`src/rtl/core/assert_macros.svh`:
```
// Assertion macros for the RTL of the key debounce block; kdlp_core includes them.
`ifndef ASSERT_MACROS_SVH
`define ASSERT_MACROS_SVH
`ifndef ASSERT_OFF
`define ASSERT_PROP(label, clk, rst_n, prop, msg) \
    label: assert property (@(posedge clk) disable iff (!rst_n) (prop)) else $error(msg);
`define ASSERT_NEVER(label, clk, rst_n, cond, msg) \
    label: assert property (@(posedge clk) disable iff (!rst_n) !(cond)) else $error(msg);
`else
`define ASSERT_PROP(label, clk, rst_n, prop, msg)
`define ASSERT_NEVER(label, clk, rst_n, cond, msg)
`endif
`endif

```
`src/rtl/core/kdlp_pkg.sv`:
```
// Types and constants of the key debounce and long-press block.
package kdlp_pkg;

    localparam int unsigned PIN_W  = 6;
    localparam int unsigned CODE_W = 3;
    localparam int unsigned DEB_W  = 8;
    localparam int unsigned HOLD_W = 16;
    localparam int unsigned DATA_W = 16;
    localparam int unsigned IDX_W  = 1;

    localparam logic [DEB_W-1:0]  DEBOUNCE_RESET = 8'd50;
    localparam logic [HOLD_W-1:0] LONG_RESET     = 16'd2000;

    typedef logic [CODE_W-1:0] t_code;

    localparam t_code KEY_NONE = 3'd0;

    typedef enum logic [IDX_W-1:0] {
        CFG_DEBOUNCE   = 1'b0,
        CFG_LONG_PRESS = 1'b1
    } t_cfg_idx;

    typedef enum logic [1:0] {
        PH_OPEN     = 2'd0,
        PH_PRESSING = 2'd1,
        PH_PRESSED  = 2'd2,
        PH_OPENING  = 2'd3
    } t_phase;

    typedef struct packed {
        t_code key;
        logic  tick;
    } t_sample;

    typedef struct packed {
        logic  key_held;
        logic  long_press;
        logic  release_event;
        t_code event_key;
    } t_result;

endpackage

```
`src/rtl/core/kdlp_ifs.sv`:
```
// Channel interfaces for key samples, key results and configuration writes.
interface kdlp_key_if;
    import kdlp_pkg::*;
    logic             valid;
    logic             ready;
    logic [PIN_W-1:0] key_pins;
    logic             tick;
    modport source (output valid, output key_pins, output tick, input ready);
    modport sink (input valid, input key_pins, input tick, output ready);
endinterface

interface kdlp_evt_if;
    import kdlp_pkg::*;
    logic  valid;
    logic  ready;
    logic  key_held;
    logic  long_press;
    logic  release_event;
    t_code event_key;
    modport source (output valid, output key_held, output long_press,
                    output release_event, output event_key, input ready);
    modport sink (input valid, input key_held, input long_press,
                  input release_event, input event_key, output ready);
endinterface

interface kdlp_cfg_if;
    import kdlp_pkg::*;
    logic              valid;
    logic              ready;
    logic [IDX_W-1:0]  index;
    logic [DATA_W-1:0] data;
    modport source (output valid, output index, output data, input ready);
    modport sink (input valid, input index, input data, output ready);
endinterface

```
`src/rtl/core/kdlp_in_stage.sv`:
```
// Input register stage that priority-encodes the active-low key pins.
module kdlp_in_stage (
    input  logic              i_clk,
    input  logic              i_rst_n,
    kdlp_key_if.sink          i_key,
    input  logic              i_advance,
    output logic              o_valid,
    output kdlp_pkg::t_sample o_sample
);
    import kdlp_pkg::*;

    logic    r_valid;
    t_sample r_sample;
    t_code   n_key;

    always_comb begin
        n_key = KEY_NONE;
        for (int i = PIN_W - 1; i >= 0; i--) begin
            if (!i_key.key_pins[i]) begin
                n_key = t_code'(i + 1);
            end
        end
    end

    assign i_key.ready = !r_valid || i_advance;

    always_ff @(posedge i_clk) begin
        if (!i_rst_n) begin
            r_valid <= 1'b0;
        end else if (i_key.ready) begin
            r_valid <= i_key.valid;
        end
    end

    always_ff @(posedge i_clk) begin
        if (i_key.valid && i_key.ready) begin
            r_sample.key  <= n_key;
            r_sample.tick <= i_key.tick;
        end
    end

    assign o_valid  = r_valid;
    assign o_sample = r_sample;

endmodule

```
`src/rtl/core/kdlp_core.sv`:
```
// Debounce and hold counters, phase machine, configuration and result register.
module kdlp_core #(
    parameter int unsigned SHORT_BITS = 8,
    parameter int unsigned HOLD_BITS  = 16
) (
    input  logic              i_clk,
    input  logic              i_rst_n,
    input  logic              i_valid,
    input  kdlp_pkg::t_sample i_sample,
    output logic              o_advance,
    kdlp_cfg_if.sink          i_cfg,
    kdlp_evt_if.source        o_evt
);
    import kdlp_pkg::*;
    `include "assert_macros.svh"

    logic [DEB_W-1:0]      r_debounce;
    logic [HOLD_W-1:0]     r_long;
    t_phase                r_phase, n_phase;
    t_code                 r_held, n_held;
    logic [SHORT_BITS-1:0] r_sc, n_sc;
    logic                  r_se, n_se;
    logic [HOLD_BITS-1:0]  r_hc, n_hc;
    logic                  r_he, n_he;
    logic                  r_down, n_down;
    logic                  r_long_flag, n_long_flag;
    logic                  r_out_valid;
    t_result               r_out, n_out;
    logic                  take;

    assign o_advance   = !r_out_valid || o_evt.ready;
    assign take        = o_advance && i_valid;
    assign i_cfg.ready = 1'b1;

    always_ff @(posedge i_clk) begin
        if (!i_rst_n) begin
            r_debounce <= DEBOUNCE_RESET;
            r_long     <= LONG_RESET;
        end else if (i_cfg.valid) begin
            case (t_cfg_idx'(i_cfg.index))
                CFG_DEBOUNCE:   r_debounce <= i_cfg.data[DEB_W-1:0];
                CFG_LONG_PRESS: r_long <= i_cfg.data;
                default:        r_long <= r_long;
            endcase
        end
    end

    always_comb begin
        n_sc        = r_sc;
        n_se        = r_se;
        n_hc        = r_hc;
        n_he        = r_he;
        n_phase     = r_phase;
        n_held      = r_held;
        n_down      = r_down;
        n_long_flag = r_long_flag;
        n_out       = '0;
        if (i_sample.tick && !r_se) begin
            n_sc = r_sc - 1'b1;
            n_se = (r_sc == '0);
        end
        if (i_sample.tick && !r_he) begin
            n_hc = r_hc - 1'b1;
            n_he = (r_hc == '0);
        end
        case (r_phase)
            PH_OPEN: begin
                if (i_sample.key != KEY_NONE) begin
                    n_sc    = SHORT_BITS'(r_debounce);
                    n_se    = 1'b0;
                    n_phase = PH_PRESSING;
                    n_held  = i_sample.key;
                end
            end
            PH_PRESSING: begin
                if (i_sample.key != r_held) begin
                    n_phase = PH_OPEN;
                end else if (n_se) begin
                    n_long_flag = 1'b0;
                    n_down      = 1'b1;
                    n_phase     = PH_PRESSED;
                    n_hc        = HOLD_BITS'(r_long);
                    n_he        = 1'b0;
                end
            end
            PH_PRESSED: begin
                if (i_sample.key != r_held) begin
                    n_sc    = SHORT_BITS'(r_debounce);
                    n_se    = 1'b0;
                    n_phase = PH_OPENING;
                end else if (n_he) begin
                    n_long_flag = 1'b1;
                end
            end
            PH_OPENING: begin
                if (i_sample.key == r_held) begin
                    n_phase = PH_PRESSED;
                end else if (n_se) begin
                    n_down              = 1'b0;
                    n_out.release_event = 1'b1;
                    n_out.event_key     = r_held;
                    n_phase             = PH_OPEN;
                end
            end
            default: begin
                n_phase = PH_OPEN;
            end
        endcase
        n_out.key_held   = n_down;
        n_out.long_press = n_long_flag;
    end

    always_ff @(posedge i_clk) begin
        if (!i_rst_n) begin
            r_phase     <= PH_OPEN;
            r_held      <= KEY_NONE;
            r_sc        <= '0;
            r_se        <= 1'b1;
            r_hc        <= '0;
            r_he        <= 1'b1;
            r_down      <= 1'b0;
            r_long_flag <= 1'b0;
        end else if (take) begin
            r_phase     <= n_phase;
            r_held      <= n_held;
            r_sc        <= n_sc;
            r_se        <= n_se;
            r_hc        <= n_hc;
            r_he        <= n_he;
            r_down      <= n_down;
            r_long_flag <= n_long_flag;
        end
    end

    always_ff @(posedge i_clk) begin
        if (!i_rst_n) begin
            r_out_valid <= 1'b0;
        end else if (o_advance) begin
            r_out_valid <= i_valid;
        end
    end

    always_ff @(posedge i_clk) begin
        if (take) begin
            r_out <= n_out;
        end
    end

    assign o_evt.valid         = r_out_valid;
    assign o_evt.key_held      = r_out.key_held;
    assign o_evt.long_press    = r_out.long_press;
    assign o_evt.release_event = r_out.release_event;
    assign o_evt.event_key     = r_out.event_key;

    `ASSERT_PROP(a_release_clears_down, i_clk, i_rst_n, !(r_out_valid && r_out.release_event) || !r_out.key_held, "release result still shows the key down")
    `ASSERT_PROP(a_code_only_on_release, i_clk, i_rst_n, !r_out_valid || r_out.event_key == KEY_NONE || r_out.release_event, "key code shown without a release")
    `ASSERT_NEVER(a_down_before_confirm, i_clk, i_rst_n, (r_phase == PH_OPEN || r_phase == PH_PRESSING) && r_down, "key down flag set before a confirmed press")
    `ASSERT_NEVER(a_held_code_valid, i_clk, i_rst_n, r_phase != PH_OPEN && r_held == KEY_NONE, "active phase without a held key")
    `ASSERT_PROP(a_release_from_opening, i_clk, i_rst_n, take && n_out.release_event |-> r_phase == PH_OPENING, "release confirmed outside the release debounce")

endmodule

```
`src/rtl/core/key_debounce_long_press_unit.sv`:
```
// Top level of the six-key debounce reader with long-press detection.
// Each sample is registered in the input stage, and its result in the result register.
// Throughput: one sample per cycle; the input register and the result register
// each advance whenever the result register is empty or being taken.
// Reset: synchronous, active low; the phase machine returns to open, both counters
// read as expired, and the start values return to 50 and 2000 ticks.
module key_debounce_long_press_unit #(
    parameter int unsigned SHORT_BITS = 8,
    parameter int unsigned HOLD_BITS  = 16
) (
    input  logic       i_clk,
    input  logic       i_rst_n,
    kdlp_key_if.sink   i_key,
    kdlp_cfg_if.sink   i_cfg,
    kdlp_evt_if.source o_evt
);
    import kdlp_pkg::*;

    logic    s_valid;
    logic    s_advance;
    t_sample s_sample;

    kdlp_in_stage u_in_stage (
        .i_clk     (i_clk),
        .i_rst_n   (i_rst_n),
        .i_key     (i_key),
        .i_advance (s_advance),
        .o_valid   (s_valid),
        .o_sample  (s_sample)
    );

    kdlp_core #(
        .SHORT_BITS (SHORT_BITS),
        .HOLD_BITS  (HOLD_BITS)
    ) u_core (
        .i_clk     (i_clk),
        .i_rst_n   (i_rst_n),
        .i_valid   (s_valid),
        .i_sample  (s_sample),
        .o_advance (s_advance),
        .i_cfg     (i_cfg),
        .o_evt     (o_evt)
    );

endmodule
```
`src/flat_wrapper.sv`:
```
// flat-port wrapper written by rule: the top's interface ports become plain ports
module key_debounce_long_press_unit_flat import kdlp_pkg::*;
#(
    parameter int unsigned SHORT_BITS = 8,
    parameter int unsigned HOLD_BITS  = 16
)
  (i_clk, i_rst_n, i_key_valid, i_key_key_pins, i_key_tick, i_key_ready, i_cfg_valid, i_cfg_index, i_cfg_data, i_cfg_ready, o_evt_valid, o_evt_key_held, o_evt_long_press, o_evt_release_event, o_evt_event_key, o_evt_ready);
  kdlp_key_if i_key_i ();
  kdlp_cfg_if i_cfg_i ();
  kdlp_evt_if o_evt_i ();
  input  logic i_clk;
  input  logic i_rst_n;
  input wire logic [$bits(i_key_i.valid)-1:0] i_key_valid;
  input wire logic [$bits(i_key_i.key_pins)-1:0] i_key_key_pins;
  input wire logic [$bits(i_key_i.tick)-1:0] i_key_tick;
  output wire logic [$bits(i_key_i.ready)-1:0] i_key_ready;
  input wire logic [$bits(i_cfg_i.valid)-1:0] i_cfg_valid;
  input wire logic [$bits(i_cfg_i.index)-1:0] i_cfg_index;
  input wire logic [$bits(i_cfg_i.data)-1:0] i_cfg_data;
  output wire logic [$bits(i_cfg_i.ready)-1:0] i_cfg_ready;
  output wire logic [$bits(o_evt_i.valid)-1:0] o_evt_valid;
  output wire logic [$bits(o_evt_i.key_held)-1:0] o_evt_key_held;
  output wire logic [$bits(o_evt_i.long_press)-1:0] o_evt_long_press;
  output wire logic [$bits(o_evt_i.release_event)-1:0] o_evt_release_event;
  output wire logic [$bits(o_evt_i.event_key)-1:0] o_evt_event_key;
  input wire logic [$bits(o_evt_i.ready)-1:0] o_evt_ready;
  assign i_key_i.valid = i_key_valid;
  assign i_key_i.key_pins = i_key_key_pins;
  assign i_key_i.tick = i_key_tick;
  assign i_key_ready = i_key_i.ready;
  assign i_cfg_i.valid = i_cfg_valid;
  assign i_cfg_i.index = i_cfg_index;
  assign i_cfg_i.data = i_cfg_data;
  assign i_cfg_ready = i_cfg_i.ready;
  assign o_evt_valid = o_evt_i.valid;
  assign o_evt_key_held = o_evt_i.key_held;
  assign o_evt_long_press = o_evt_i.long_press;
  assign o_evt_release_event = o_evt_i.release_event;
  assign o_evt_event_key = o_evt_i.event_key;
  assign o_evt_i.ready = o_evt_ready;
  key_debounce_long_press_unit #(.SHORT_BITS(SHORT_BITS), .HOLD_BITS(HOLD_BITS)) u_core (.i_clk(i_clk), .i_rst_n(i_rst_n), .i_key(i_key_i), .i_cfg(i_cfg_i), .o_evt(o_evt_i));
endmodule
```
`config.mk`:
```
export PLATFORM = sky130hd
export DESIGN_NAME = key_debounce_long_press_unit_flat
export DESIGN_NICKNAME = d
export VERILOG_FILES = /design/src/rtl/core/kdlp_pkg.sv /design/src/rtl/core/kdlp_ifs.sv /design/src/rtl/core/kdlp_in_stage.sv /design/src/rtl/core/kdlp_core.sv /design/src/rtl/core/key_debounce_long_press_unit.sv /design/src/flat_wrapper.sv
export VERILOG_INCLUDE_DIRS = /design/src /design/src/rtl/core
export SDC_FILE = /design/constraint.sdc
export NUM_CORES = 1
export LEC_CHECK = 0
export BUFFER_PORTS_ARGS = -buffer_cell sky130_fd_sc_hd__buf_2
export CAP_MARGIN = 25
export CORE_MARGIN = 10
export CORE_UTILIZATION = 50
export DETAILED_ROUTE_END_ITERATION = 10
export PLACE_DENSITY = 0.71
export SLEW_MARGIN = 10
export SYNTH_ARGS = -nofsm -noshare
export SYNTH_HDL_FRONTEND = slang
export SYNTH_SLANG_ARGS = --single-unit
```
`constraint.sdc`:
```
create_clock -name i_clk -period 2.7 [get_ports i_clk]
set_clock_uncertainty 0.1 [all_clocks]
set_input_delay 0.54 -clock i_clk [delete_from_list [all_inputs] [get_ports i_clk]]
set_output_delay 0.54 -clock i_clk [all_outputs]
set_load 0.005 [all_outputs]
```
# Yosys cells after proc, flatten, opt, wreduce, memory -nomap -nowiden
# Cells that the tools add are included.
[classes] n_bitwise=3 mux=39 add_sub_neg=2 n_eq_ne=9 reduce_logical=21
[op_table] cell="2-to-1 mux 16 bit" n=4
[op_table] cell="2-to-1 mux 8 bit" n=3
[op_table] cell="zero test 16 bit" n=1
[op_table] cell="2-to-1 mux 2 bit" n=8
[op_table] cell="case mux 8 bit (2 select lines)" n=1
[op_table] cell="subtractor 16 x 1 -> 16 bit, second input constant" n=1
[op_table] cell="2-to-1 mux 1 bit" n=15
[op_table] cell="2-to-1 mux 3 bit" n=3
[op_table] cell="zero test 8 bit" n=1
[op_table] cell="case mux 2 bit (4 select lines)" n=1
[op_table] cell="subtractor 8 x 1 -> 8 bit, second input constant" n=1
[op_table] cell="!= test 3 bit, second input constant" n=2
[op_table] cell="case mux 1 bit (2 select lines)" n=3
[op_table] cell="AND reduction 3 bit" n=2
[op_table] cell="AND reduction 5 bit" n=1
[op_table] cell="equality test 2 bit, second input constant" n=2
[op_table] cell="logical AND 1 bit" n=4
[op_table] cell="zero test 1 bit" n=4
[op_table] cell="2-to-1 mux 4 bit" n=1
[op_table] cell="!= test 2 bit, second input constant" n=2
[op_table] cell="AND reduction 2 bit" n=2
[op_table] cell="equality test 3 bit" n=1
[op_table] cell="!= test 3 bit" n=1
[op_table] cell="inverter 1 bit" n=3
[op_table] cell="6 further kinds" n=7
[word_totals] out_inout_bits=9 ff_bits=69

# Logic depth before layout (Yosys ltp)
# Gate-level depths: netlist of run 1.
[depth] ltp_word=6 depth_mapped=8

# By module
# Synthesis of run 1 repeated with hierarchy kept, for this count alone.
[hier_totals] cells_unflattened=410 area_unflattened_um2=3507.1
[modules_own_cells] mod="kdlp_core" area_each_um2=3288.2 n_inst=1 cells_each=393
[modules_own_cells] mod="kdlp_in_stage" area_each_um2=219.0 n_inst=1 cells_each=17

# Least setup slack after synthesis of run 1
# No wires, ideal clock.
[synth_timing] kind="register to register" from="register u_core.u_in_stage.r_sample, in the netlist u_core.u_in_stage.o_sample[0]" to="register u_core.u_core.r_hc[10]" path_buffers=1 path_stages_with_launch=7 path_slack_ns=0.837 required_ns=2.526 arrival_time_ns=1.689 path_cell_list="edfxtp_1 -> nor2b_4 -> a41o_1 -> nor2b_4 -> buf_6 -> or4_1 -> a31oi_1"
[synth_between] elab_chain_cells=5 elab_cells_between_ends=7 classes_between="5 x mux; 2 x reduce/logical"
[synth_lines] item="start, declared" line_no="kdlp_in_stage.sv:13" source="t_sample r_sample;"
[synth_lines] item="logical AND 1 bit (on tied branches)" line_no="kdlp_core.sv:62, kdlp_core.sv:58"
[synth_lines] item="2-to-1 mux 16 bit or 2-to-1 mux 1 bit (tied branches)" line_no="kdlp_core.sv:62, kdlp_core.sv:58"
[synth_lines] item="2-to-1 mux 16 bit" line_no="kdlp_core.sv:78" source="end else if (n_se) begin"
[synth_lines] item="2-to-1 mux 16 bit" line_no="kdlp_core.sv:76" source="if (i_sample.key != r_held) begin"
[synth_lines] item="2-to-1 mux 16 bit *" line_no="kdlp_core.sv:66" source="case (r_phase)"
[synth_lines] item="end signal, assigned" line_no="kdlp_core.sv:128" source="r_hc <= n_hc;"
[synth_lines] item="end, declared" line_no="kdlp_core.sv:23" source="logic [HOLD_BITS-1:0] r_hc, n_hc;"
# Mark *: on every way between the ends. The rest lies on a longest branch, timed or not.
# A chain may end at the register's enable or synchronous reset.

# Worst setup path after layout of run 1
[layout_timing] from="register u_core.u_in_stage.r_sample, in the netlist u_core.u_in_stage.o_sample[0]" to="register u_core.u_core.r_out, in the netlist u_core.u_core.o_evt.long_press, data pin"
[layout_between] elab_chain_cells=5 elab_cells_between_ends=9 classes_between="7 x mux; 2 x reduce/logical"
[layout_lines] item="logical AND 1 bit (on tied branches)" line_no="kdlp_core.sv:62, kdlp_core.sv:58"
[layout_lines] item="2-to-1 mux 1 bit (on tied branches)" line_no="kdlp_core.sv:62, kdlp_core.sv:58"
[layout_lines] item="2-to-1 mux 1 bit (on tied branches)" line_no="kdlp_core.sv:91, kdlp_core.sv:78"
[layout_lines] item="2-to-1 mux 1 bit (on tied branches)" line_no="kdlp_core.sv:87, kdlp_core.sv:76"
[layout_lines] item="case mux 1 bit (2 select lines) *" line_no="kdlp_core.sv:66"
[layout_lines] item="named net u_core.u_core.n_long_flag" line_no="kdlp_core.sv:26" source="logic r_long_flag, n_long_flag;"
[layout_lines] item="end signal, assigned" line_no="kdlp_core.sv:145" source="r_out <= n_out;"
[layout_lines] item="end, declared" line_no="kdlp_core.sv:28" source="t_result r_out, n_out;"
# The timed path passes the listed nets; every way through them passes the cells marked *.

==> results, run 1 <==
- The analysis attributes to cell leakage a power of 1.60 nW.
- The element type at the critical path end is a register.
- Summing all flip-flop and latch instances after layout gives 1480 um2.
- The min-delay analysis places its worst path in the category in2reg.
- The starting density of the core is 51.4%.
- For this run, asynchronously set or reset flops after synthesis account for 0%.
- The cell area that synthesis handed to floorplanning was 3490 um2.
- Setup slack on the critical path of the routed design comes to 579 ps.
- Prior to clock tree synthesis, the placed netlist has a worst setup slack of 494 ps.
- Of the cells placed in the final design, the portion with a size suffix greater than 1 is 15.3%.
- In this run the mean area of a mapped cell was 8.41 um2.
- After synthesis the netlist holds a flip-flop and latch count of 69.
- The first-pass GRT wire length is 14.4 mm.
- Along the worst hold path, the cell count comes to 1.
- The total number of vias is 3101.
- The tightest hold path in the finished design has a slack of 283 ps.
- The initial antenna violation count came to 0.
- The internal power is 1.66 mW.
- Dividing total power by cell area gives a power density of 569 nW/um2.
- The arithmetic-cell share of the synthesized area counting full adders, half adders and majority gates is 2.51%.
- By area, the combinational part of the netlist is dominated by simple AND/OR/NAND/NOR gates.
- The worst-case hold path end point is u_core.u_in_stage.o_sample[0]$_DFFE_PP_.
- The fraction of the mapped netlist area in compound gates is 17.5%.
- The I/O pin total is 38.
- The library cells used most frequently in the layout, excluding fill and tap cells, are sky130_fd_sc_hd__nand2_1, sky130_fd_sc_hd__dfxtp_1, sky130_fd_sc_hd__buf_2.
- The synthesized netlist devotes 2.01% of its cell area to XOR and XNOR gates.
- Static timing analysis puts the maximum clock frequency at 471 MHz.
- The critical path is of the reg2reg type.
- The final-report max-slew violation count is 0.
- The worst-case IR drop observed on VDD is 0.000254 V.
- TritonCTS built the clock tree.
- The routed design has 8.74 mm of wire.
- In this run the core area contains 30 standard-cell rows.
- The library cell used most frequently in the layout, excluding fill and tap cells, is sky130_fd_sc_hd__nand2_1.
- The DRC violations left is 0.
- The count of instances resized after the clock tree is built is 0.
- The post-detailed-route count of antenna-violating nets is 0.
- The horizontal die dimension is 104 um.
- Relative to the synthesized area, the layout overhead comes to 12.7%.
- The simple-gate share of the synthesized area is 26.2%.
- The run finished with clean final reports.
- The final layout contains 481 nets.
- The number of DRC violations after detailed-routing iteration 0 is 231.
- The origin of the worst min-delay path is i_key_tick.
- The number of enable-type register cells in the synthesized netlist is 10.
- The count of clock tree sinks is 69.
- The via count of the first global-routing pass is 3044.
- In the final layout, the multi-input gates occupy 1850 um2.
- The net switching fraction of the power is 25.8%.
- The part of the total power dissipated in combinational logic is 11.2%.
- The tool flagged a number of max-cap violations equal to 0.
- The core region is 6790 um2.
- The worst-case register-to-register setup slack is 580 ps.
- The worst path in the final design needs a cycle of 2120 ps, including I/O delays and setup.
- The gate count of the mapped netlist is 415.
- Routability-driven placement finished with a final weighted congestion of 0.825.
- The final setup violation count is 0.
- The buffer levels on the longest clock path is 2.
- At the pin with the least slew margin, the transition time is 686 ps.
- The final number of hold-violating endpoints is 0.
- The clock network accounts for 38.6% of the total power.
- The number of nets in the synthesized netlist is 451.
- The layout has 631 filler cells.
- The maximum fanout along the worst path is 8.
- The clock root buffer master is sky130_fd_sc_hd__clkbuf_8.
- The number of buffers inserted by port buffering is 36.
- In this run the post-CTS setup repair buffer count came out at 0.
- CTS built an H-tree with a depth of 3.
- The HPWL after detailed placement is 6.06 mm.
- The floorplan die height is 104 um.
- The number of clock buffers added by TritonCTS is 9.
- Of the available clock period, the critical path in the final layout requires 78.6%.
- Setup repair after global routing left no endpoint under its margin.
- Sequential cells account for 50.1% of the total power.
- The floorplan step defined a die boundary enclosing 10700 um2.
- After detailed routing, the number of vias per cell comes to 5.68.
- The category of the worst setup path launch point is a register.
- For this run, the detailed router's first-pass iteration total came to 5.
- The remaining global-route overflow is 0.
- STA puts the critical path data required time at 2810 ps.
- The clock transition at the register clock pins on the worst setup and hold paths after CTS is 70 ps.
- The number of antenna diodes in the final layout is 0.
- The share of cell area taken by muxes after synthesis is 4.62%.
- In the final routed layout, each cell accounts on average for 16.0 um.
- The pin count of the biggest net entering global routing is 33.
- The launch point of the worst reg-to-reg path is u_core.u_in_stage.o_sample[0]$_DFFE_PP_.
- The clock reaches the later pin of the worst-skew pair after 340 ps.
- The length in cells of the worst reg-to-reg path is 5.
- The sum of internal, switching and leakage power is 2.24 mW.
- The total routing resource utilization after global routing is 15.8%.
- The number of synthesis warnings is 0.
- In this run, post-CTS hold repair placed 0 buffers.
- The sequential share of the synthesized area is 42.4%.
- The headroom to the max-slew limit is 54.3%.
- The end of the worst register-to-register path is u_core.u_core.o_evt.long_press$_DFFE_PP_.
- For this run, the leading register cell type out of synthesis is sky130_fd_sc_hd__dfxtp_1.
- The count of unique library cells instantiated by Yosys is 64.
- At the worst endpoint, the arrival time is 2230 ps.
- The power dissipated by switching net loads is 0.579 mW.
- In the final timing run, aggregate negative setup slack is 0 ps.
metrics by stage:
stage / utilization [%] / cell area [um2] / instances
global placement: 54.9 / 3730 / 530
finish: 57.9 / 3930 / 546
global route: 57.9 / 3930 / 546
CTS: 57.9 / 3930 / 546
detailed placement: 54.9 / 3730 / 530
floorplan: - / 3490 / 415
worst max-delay path by stage:
| stage | from | endpoint | depth (start not counted) |
|---|---|---|---|
| 2_1_floorplan | u_core.u_in_stage.o_sample[0]$_DFFE_PP_ | u_core.u_core.r_hc[10]$_SDFFE_PN0P_ | 6 |
| 3_3_place_gp | o_evt_ready | u_core.u_core.r_sc[5]$_SDFFE_PN0P_ | 6 |
| 3_5_place_dp | o_evt_ready | u_core.u_core.r_hc[4]$_SDFFE_PN0P_ | 6 |
| 4_1_cts | u_core.u_in_stage.o_sample[0]$_DFFE_PP_ | u_core.u_core.o_evt.long_press$_DFFE_PP_ | 5 |
| 5_1_grt | u_core.u_in_stage.o_sample[0]$_DFFE_PP_ | u_core.u_core.r_hc[5]$_SDFFE_PN0P_ | 6 |
| 6_report | u_core.u_in_stage.o_sample[0]$_DFFE_PP_ | u_core.u_core.o_evt.long_press$_DFFE_PP_ | 5 |
power groups by stage:
stage	registers (mW)	logic [mW]	clock network [mW]
CTS	1.12	0.251	0.878
global placement	1.14	0.242	0
detailed placement	1.14	0.249	0
floorplan	1.13	0.177	0
finish	1.12	0.252	0.865
global route	1.13	0.281	0.922
critical path, stage by stage (launching register included):
cell	delay, ps
sky130_fd_sc_hd__edfxtp_1	500
sky130_fd_sc_hd__nor4b_4	380
sky130_fd_sc_hd__nand4_1	310
sky130_fd_sc_hd__o21ba_1	300
sky130_fd_sc_hd__nor3_1	240
sky130_fd_sc_hd__o21a_1	160
cells by family (layout without fill, tap and decap cells):
kind of cell	Yosys count	after routing
other	1	1
muxes	16	16
and+or+nand+nor	181	181
xor gates and xnor gates	8	8
buffers and inverters	38	73
adders and majority gates	7	7
AOI/OAI and AO/OA	95	95
DFF	69	69
state kept, by name, summed over array words and instances, names as in the netlist, named ones only:
register / cells
u_core.u_core.o_evt.event_key: 3
u_core.u_core.o_evt.key_held: 1
u_core.u_core.o_evt.long_press: 1
u_core.u_core.o_evt.release_event: 1
u_core.u_core.o_evt.valid: 1
u_core.u_core.r_debounce: 8
u_core.u_core.r_down: 1
u_core.u_core.r_hc: 16
u_core.u_core.r_he: 1
u_core.u_core.r_held: 3
u_core.u_core.r_long: 16
u_core.u_core.r_long_flag: 1
u_core.u_core.r_phase: 1
u_core.u_core.r_sc: 8
u_core.u_core.r_se: 1
u_core.u_in_stage.o_sample: 4
u_core.u_in_stage.o_valid: 1
cells in the mapped netlist (all sizes together), types with 5 or more instances:
cell type / number / area share, %
nor2: 24 / 2.6
o22ai: 11 / 2.0
buf: 10 / 1.6
nor3: 12 / 2.0
nor2b: 6 / 1.5
dfxtp: 59 / 34
a21oi: 35 / 5.0
nand4: 6 / 1.3
inv: 15 / 1.6
xnor2: 5 / 1.3
nand3: 22 / 3.2
and2: 5 / 0.90
nor4: 5 / 1.1
edfxtp: 10 / 8.6
nand2: 79 / 8.5
mux2i: 15 / 4.3
ha: 7 / 2.5
a221oi: 6 / 1.5
a22oi: 5 / 1.1
o21ai: 11 / 1.6
clkbuf: 13 / 1.4
cell type report:
cell class / instances / share of cell area, %
Inverter: 15 / 1.43
Sequential cell: 69 / 37.7
Timing Repair Buffer: 42 / 5.73
Clock inverter: 4 / 1.15
Multi-Input combinational cell: 308 / 47.0
Clock buffer: 12 / 3.98
Tap cell: 96 / 3.05
layer usage:
metal | vias to the layer above | track usage, % | part of all wire, %
met1 | 1469 | 20.1 | 48
met2 | 79 | 25.8 | 47
li1 | 1544 | - | -
met5 | - | 0 | 0
met3 | 9 | 2.97 | 3.8
met4 | 0 | 6.25 | 1.1
Note: power is estimated with default switching activity, not from simulation.
==> inputs of run 2 (changes only) <==
Clock period 2.7 ns to 2 ns, I/O delays scaled along.
==> results, run 2 (same netlist as run 1, synthesis figures left out) <==
- The reported leakage power came to 1.72 nW (+7.3%).
- The total number of vias was 3193 (+3.0%).
- The number of diodes added for antenna fixing is 0 (unchanged).
- The final-layout worst hold slack is 127 ps (-156 ps).
- The count of clock tree sinks is 69 (unchanged).
- The maximum fanout along the worst path came to 28 (+20).
- The peak supply drop is 0.000502 V (+98%).
- The total number of H-tree levels is 3 (unchanged).
- The wire length on met1 was 4.14 mm (-1.0%).
- The pin count of the biggest net entering global routing is 38 (+15%).
- The post-detailed-route count of antenna-violating nets came to 0 (unchanged).
- The number of DRC violations after detailed-routing iteration 0 is 200 (-13%).
- The period utilization is 96.4% (+18 points).
- The placement-stage worst setup slack was 35.3 ps (-459 ps).
- The final-report max-slew violation count is 0 (unchanged).
- The I/O pin total is 38 (unchanged).
- The count of nets after finishing is 500 (+4.0%).
- The DRC violations left is 0 (unchanged).
- The HPWL after detailed placement is 6.18 mm (+1.9%).
- The buffer levels on the longest clock path is 2 (unchanged).
- The number of buffers inserted during clock tree synthesis is 9 (unchanged).
- The final setup violation count came to 0 (unchanged).
- The arrival time at the worst endpoint is 2090 ps (-140 ps).
- The starting density of the core is 51.4% (unchanged).
- The max-capacitance violation count is 0 (unchanged).
- In the layout the commonest cells are sky130_fd_sc_hd__nand2_1, sky130_fd_sc_hd__dfxtp_1, sky130_fd_sc_hd__buf_2.
- The element type at the critical path end is a register.
- The number of placement rows is 30 (unchanged).
- The transition at the pin with the smallest max-transition slack was 632 ps (-53.5 ps).
- The achievable frequency is 519 MHz (+10%).
- The layout overhead on the synthesized area is 19.2%.
- The shortest clock period the worst path allows after layout was 1930 ps (-193 ps).
- The clock root buffer master is sky130_fd_sc_hd__clkbuf_8.
- The fraction of layout instances using a drive strength above 1 is 21.3% (+6.0 points).
- The met2 wire length is 4.13 mm (+0.15%).
- The horizontal die dimension was 104 um (unchanged).
- The via count of the first global-routing pass is 3101 (+1.9%).
- The headroom to the max-slew limit came to 57.7% (+3.5 points).
- The per-cell routed wire length was 15.6 um (-2.6%).
- Routed signal wires occupy layers up through met4.
- The power per cell area is 731 nW/um2 (+28%).
- In this run the worst hold path is classified as in2reg.
- The core area is 6790 um2 (unchanged).
- The data required time of the worst path came to 2160 ps (-650 ps).
- In the final layout, the registers with the most flip-flops are u_core.u_core.r_hc x16, u_core.u_core.r_long x16.
- The sum of internal, switching and leakage power is 3.04 mW (+36%).
- The worst path setup slack after routing is 71.6 ps (-507 ps).
- The worst-skew pair later-pin latency is 360 ps (+20 ps).
- The floorplan die height is 104 um (unchanged).
- The global placement routability congestion is 0.847 (+2.7%).
- The via count normalized by instance count is 5.65 (-0.50%).
- The type of the worst setup path is reg2reg.
- The final number of hold-violating endpoints is 0 (unchanged).
- The most common cell after layout, fill and taps aside is sky130_fd_sc_hd__nand2_1.
- The routed wire length on met3 came to 395 um (+18%).
- The number of buffers inserted by port buffering is 36 (unchanged).
- The initial antenna violation count is 0 (unchanged).
- The length of the first detailed-routing pass in iterations came to 4 (-1).
- The clock transition at the register clock pins on the worst setup and hold paths after CTS is 70 ps (about the same).
- The total detailed-routing wirelength is 8.81 mm (+0.82%).
- The worst setup path is launched from a register.
- TritonCTS built the clock tree.
- The total routing resource utilization after global routing is 16.4% (+0.53 points).
- The run finished with clean final reports.
- The first-pass GRT wire length came to 14.8 mm (+2.9%).
- The remaining global-route overflow was 0 (unchanged).
- The full die area is 10700 um2 (unchanged).
- The setup TNS after final layout is 0 ps (unchanged).
- The number of hold buffers added after cts was 0 (unchanged).
-- run 2: layout make-up --
class                      count  area, um2
inverter                      15       56.3
multi-input combinational    308       1910
timing repair buffer          61        393
tap                           96        120
sequential                    69       1480
clock buffer                  16        200
fill                         605       2630
-- run 2: where the power goes --
group	internal [mW]	switching [mW]	leakage [nW]	total, mW
sequential	1.46	0.0505	0.581	1.51
clock	0.622	0.523	0.103	1.15
combinational	0.161	0.219	1.04	0.380
total	2.25	0.793	1.72	3.04
-- run 2: final timing paths --
kind | cells after the start | from | slack (ps) | endpoint
hold reg to reg | 2 | u_core.u_core.r_long[0]$_SDFFE_PN0P_ | 360 | u_core.u_core.r_long[0]$_SDFFE_PN0P_
hold / removal | 1 | i_key_tick | 130 | u_core.u_in_stage.o_sample[0]$_DFFE_PP_
setup reg to reg | 6 | u_core.u_in_stage.o_sample[1]$_SDFFCE_PN1P_ | 70 | u_core.u_core.r_hc[2]$_SDFFE_PN0P_
setup / recovery | 6 | u_core.u_in_stage.o_sample[1]$_SDFFCE_PN1P_ | 70 | u_core.u_core.r_hc[2]$_SDFFE_PN0P_
-- run 2: what timing repair did --
| item | 4_1_cts | 5_1_grt |
|---|---|---|
| endpoints found under the hold margin | 0 | 0 |
| resized for setup | 0 | 13 |
| setup endpoints to repair | 0 | 11 |
| buffers inserted | 0 | 2 |
-- run 2: per-stage QoR --
| step | utilization (%) | area [um2] | std cells |
|---|---|---|---|
| floorplan | - | 3490 | 415 |
| global placement | 57.2 | 3880 | 547 |
| detailed placement | 57.2 | 3880 | 547 |
| CTS | 60.1 | 4080 | 563 |
| global route | 61.2 | 4160 | 565 |
| finish | 61.2 | 4160 | 565 |
-- run 2: critical path: stages (launching register included) --
cell                       delay, ps
sky130_fd_sc_hd__edfxtp_1        500
sky130_fd_sc_hd__xor2_1          220
sky130_fd_sc_hd__nor3_2          260
sky130_fd_sc_hd__nand3_2         160
sky130_fd_sc_hd__buf_12          200
sky130_fd_sc_hd__mux2i_1         130
sky130_fd_sc_hd__a221oi_1        270
-- run 2: metal layers --
| metal | up-vias | GRT usage, % |
|---|---|---|
| met2 | 77 | 25.5 |
| met3 | 14 | 4.52 |
| met4 | 0 | 5.65 |
| li1 | 1578 | - |
| met1 | 1524 | 21.1 |
| met5 | - | 0 |
==> inputs of run 3 (changes only) <==
Settings changed: CORE_MARGIN 10 to 3, SYNTH_HIERARCHICAL set to 1.
==> results, run 3 <==
- The remaining global-route overflow is 0 (unchanged).
- The transition at the pin with the smallest max-transition slack is 530 ps (-102 ps).
- The total number of H-tree levels was 3 (unchanged).
- The largest registers in the layout are u_core/u_core/r_hc x16, u_core/u_core/r_long x16.
- The gate count of the mapped netlist is 410 (-1.2%).
- The headroom to the max-slew limit is 64.7% (+6.9 points).
- The final-report max-slew violation count is 0 (unchanged).
- The via count of the first global-routing pass is 2862 (-7.7%).
- The via count normalized by instance count was 5.75 (+1.7%).
- The data required time of the worst path is 2130 ps (-30 ps).
- The number of flip-flops and latches in the synthesized netlist is 69 (unchanged).
- The floorplan die height is 89.8 um (-13%).
- The critical path starts at u_core/u_in_stage/o_sample[0]$_DFFE_PP_.
- The full die area is 8060 um2 (-25%).
- The worst-case register-to-register setup slack was 70 ps (about the same).
- The clock transition at the register clock pins on the worst setup and hold paths after CTS is 80 ps (about the same).
- The proportion of register bits with asynchronous set or reset after synthesis was 0% (unchanged).
- By startpoint and endpoint, the worst setup path is classified as reg2reg.
- The count of clock tree sinks was 69 (unchanged).
- The core area came to 6570 um2 (-3.3%).
- The reported leakage power was 1.71 nW (-0.39%).
- The number of enable-type register cells in the synthesized netlist came to 10 (unchanged).
- The final setup violation count came to 0 (unchanged).
- The maximum fanout along the worst path is 5 (-82%).
- The peak supply drop is 0.000410 V (-18%).
- The post-placement cell count was 540 (-1.3%).
- The flow ran to the end, and the final reports show no timing, DRC or antenna violations.
- The count of nets after finishing is 496 (-0.80%).
- The number of placement rows is 29 (-3.3%).
- The length of the first detailed-routing pass in iterations was 5 (+1).
- By count the netlist is led by sky130_fd_sc_hd__nand2_1, sky130_fd_sc_hd__dfxtp_1, sky130_fd_sc_hd__a21oi_1, sky130_fd_sc_hd__nor2_1, sky130_fd_sc_hd__nand3_1.
- The HPWL after detailed placement is 6.02 mm (-2.5%).
- The number of hold buffers added after cts is 0 (unchanged).
- STA classifies the critical path startpoint as a register.
- The arrival time at the worst endpoint is 2050 ps (-40 ps).
- The post-detailed-route count of antenna-violating nets was 0 (unchanged).
- The sequential share of the synthesized area was 42.2% (-0.20 points).
- The cell accounting for the most synthesized area is sky130_fd_sc_hd__dfxtp_1.
- The synthesized cell area is 3510 um2 (+0.47%).
- The first-pass GRT wire length came to 13.7 mm (-7.2%).
- In the post-synthesis netlist, the cell with the most instances is sky130_fd_sc_hd__nand2_1.
- The highest-delay cell along the critical path is sky130_fd_sc_hd__edfxtp_1.
- The startpoint identified for the worst hold timing path is i_key_tick.
- The path type of the worst min-delay path is in2reg.
- The pin count of the biggest net entering global routing came to 42 (+11%).
- The DRC violations left came to 0 (unchanged).
- The power per cell area is 717 nW/um2 (-1.9%).
- The I/O pin total came to 38 (unchanged).
- The horizontal die dimension is 89.8 um (-13%).
- The setup TNS after final layout is 0 ps (unchanged).
- The count of unique library cells instantiated by Yosys was 62 (-3.1%).
- The most common flop cell mapped by yosys is sky130_fd_sc_hd__dfxtp_1.
- The max-capacitance violation count is 0 (unchanged).
- The global placement routability congestion was 0.892 (+5.3%).
- The number of buffers inserted by port buffering is 36 (unchanged).
- The total detailed-routing wirelength is 8.48 mm (-3.7%).
- The achievable frequency came to 519 MHz (about the same).
- The fraction of layout instances using a drive strength above 1 is 21.2% (-0.077 points).
- The period utilization is 96.3% (about the same).
- The final number of hold-violating endpoints was 0 (unchanged).
- The total routing resource utilization after global routing is 21.0% (+4.7 points).
- The buffer levels on the longest clock path came to 2 (unchanged).
- The starting density of the core is 53.4% (+2.0 points).
- STA classifies the critical path endpoint as a register.
- The number of diodes added for antenna fixing is 0 (unchanged).
- The number of DRC violations after detailed-routing iteration 0 is 226 (+13%).
- The post-layout instance count excluding filler cells is 559 (-1.1%).
- Yosys attributes the largest share of cell area to sky130_fd_sc_hd__dfxtp_1, sky130_fd_sc_hd__edfxtp_1, sky130_fd_sc_hd__nand2_1, sky130_fd_sc_hd__a21oi_1, sky130_fd_sc_hd__mux2i_1.
- The worst-skew pair later-pin latency was 350 ps (about the same).
- In this run the critical register-to-register path is launched from u_core/u_in_stage/o_sample[0]$_DFFE_PP_.
- The total number of vias is 3212 (+0.60%).
- The number of synthesis warnings was 6 (+6).
- Traced cell by cell, the critical path runs through buf_4 -> nand2b_1 -> or4_1 -> o31ai_1 -> a21bo_2 -> a31oi_1.
- The initial antenna violation count is 0 (unchanged).
- The number of buffers inserted during clock tree synthesis is 9 (unchanged).
- The clock root buffer master is sky130_fd_sc_hd__clkbuf_8.
- The layout overhead on the synthesized area is 18.8%.
- The top cell type's share of synthesized area was 33.7% (-0.16 points).
- The shortest clock period the worst path allows after layout is 1930 ps (-1.79 ps).
- The per-cell routed wire length came to 15.2 um (-2.7%).
- In the layout the commonest cells are sky130_fd_sc_hd__nand2_1, sky130_fd_sc_hd__dfxtp_1, sky130_fd_sc_hd__buf_2.
- The most common cell after layout, fill and taps aside is sky130_fd_sc_hd__nand2_1.
- TritonCTS built the clock tree.
- The net count after synthesis is 445 (-1.3%).
- The highest cell delay on the worst timing path came to 470 ps (-30 ps).
- The average cell area after synthesis is 8.55 um2 (+1.7%).
-- run 3: cell count changes in the layout (fill, tap and decap cells not counted), moves of 3 or more --
cell                       previous run  this run
sky130_fd_sc_hd__nor2_1              24        28
sky130_fd_sc_hd__a21oi_1             35        31
sky130_fd_sc_hd__o21ai_0             10        13
sky130_fd_sc_hd__o211ai_1             2         5
sky130_fd_sc_hd__nand2_1             79        73
sky130_fd_sc_hd__clkbuf_8            14         9
sky130_fd_sc_hd__xnor2_1              3         0
sky130_fd_sc_hd__nand4_1              5         8
sky130_fd_sc_hd__nand2b_1             3         6
sky130_fd_sc_hd__a22oi_1              5         1
sky130_fd_sc_hd__nor4_1               2         5
-- run 3: timing repair --
action	4_1_cts	5_1_grt
buffers inserted	0	3
resized for setup	0	10
setup endpoints to repair	0	16
-- run 3: area by class of cell --
type | count | area (um2)
multi-input cells | 304 | 1910
clock inverters | 5 | 32.5
repair buffers | 62 | 413
inverters | 15 | 56.3
clock buffers | 11 | 153
well taps | 93 | 116
fillers | 570 | 2400
flip-flops and latches | 69 | 1480
-- run 3: layer usage --
metal	track usage (%)	share of wire, %
met4	9.58	1.5
met3	4.09	5.7
met5	0	0
met1	29.3	48
met2	31.5	45
-- run 3: final timing paths --
| check | endpoint | cells past startpoint |
|---|---|---|
| max | u_core/u_core/r_sc[5]$_SDFFE_PN0P_ | 6 |
| min | u_core/u_in_stage/o_sample[0]$_DFFE_PP_ | 1 |
| max reg2reg | u_core/u_core/r_sc[5]$_SDFFE_PN0P_ | 6 |
| min reg2reg | u_core/u_core/r_debounce[7]$_SDFFE_PN0P_ | 2 |
-- run 3: stage by stage --
stage               hold WS, ps  utilization, %  worst slack [ps]  total power, mW  area (um2)
floorplan                   336               -               149             1.78        3510
global placement            342            59.5              89.9             1.92        3910
detailed placement          350            59.5              87.7             1.93        3910
CTS                         111            62.3              51.2             2.99        4090
global route                107            63.4             -19.1             3.12        4170
finish                      128            63.4              73.4             2.99        4170
-- run 3: power breakdown --
| part | internal (mW) | leakage (nW) | total [mW] | switching, mW |
|---|---|---|---|---|
| combinational | 0.171 | 1.04 | 0.397 | 0.226 |
| sequential | 1.46 | 0.580 | 1.52 | 0.0561 |
| clock | 0.524 | 0.0948 | 1.07 | 0.546 |
| total | 2.16 | 1.71 | 2.99 | 0.828 |
-- run 3: cells by family after synthesis --
group                    after synthesis  share of synthesized area (%)
AO/OA/AOI/OAI                         96                           18.7
XOR/XNOR                               6                           1.50
adder cells (fa/ha/maj)                6                           2.14
buffers and inverters                 37                           4.60
flip-flops                            69                           42.2
multiplexers                          15                           4.28
other                                  1                          0.107
AND/OR/NAND/NOR                      180                           26.5
-- run 3: worst max-delay path, delay by kind of cell, from the launching register on --
kind	cells	cell delay [ps]
AO/OA/AOI/OAI	3	490
AND/OR/NAND/NOR	2	580
buffers and inverters	1	180
flip-flops	1	470
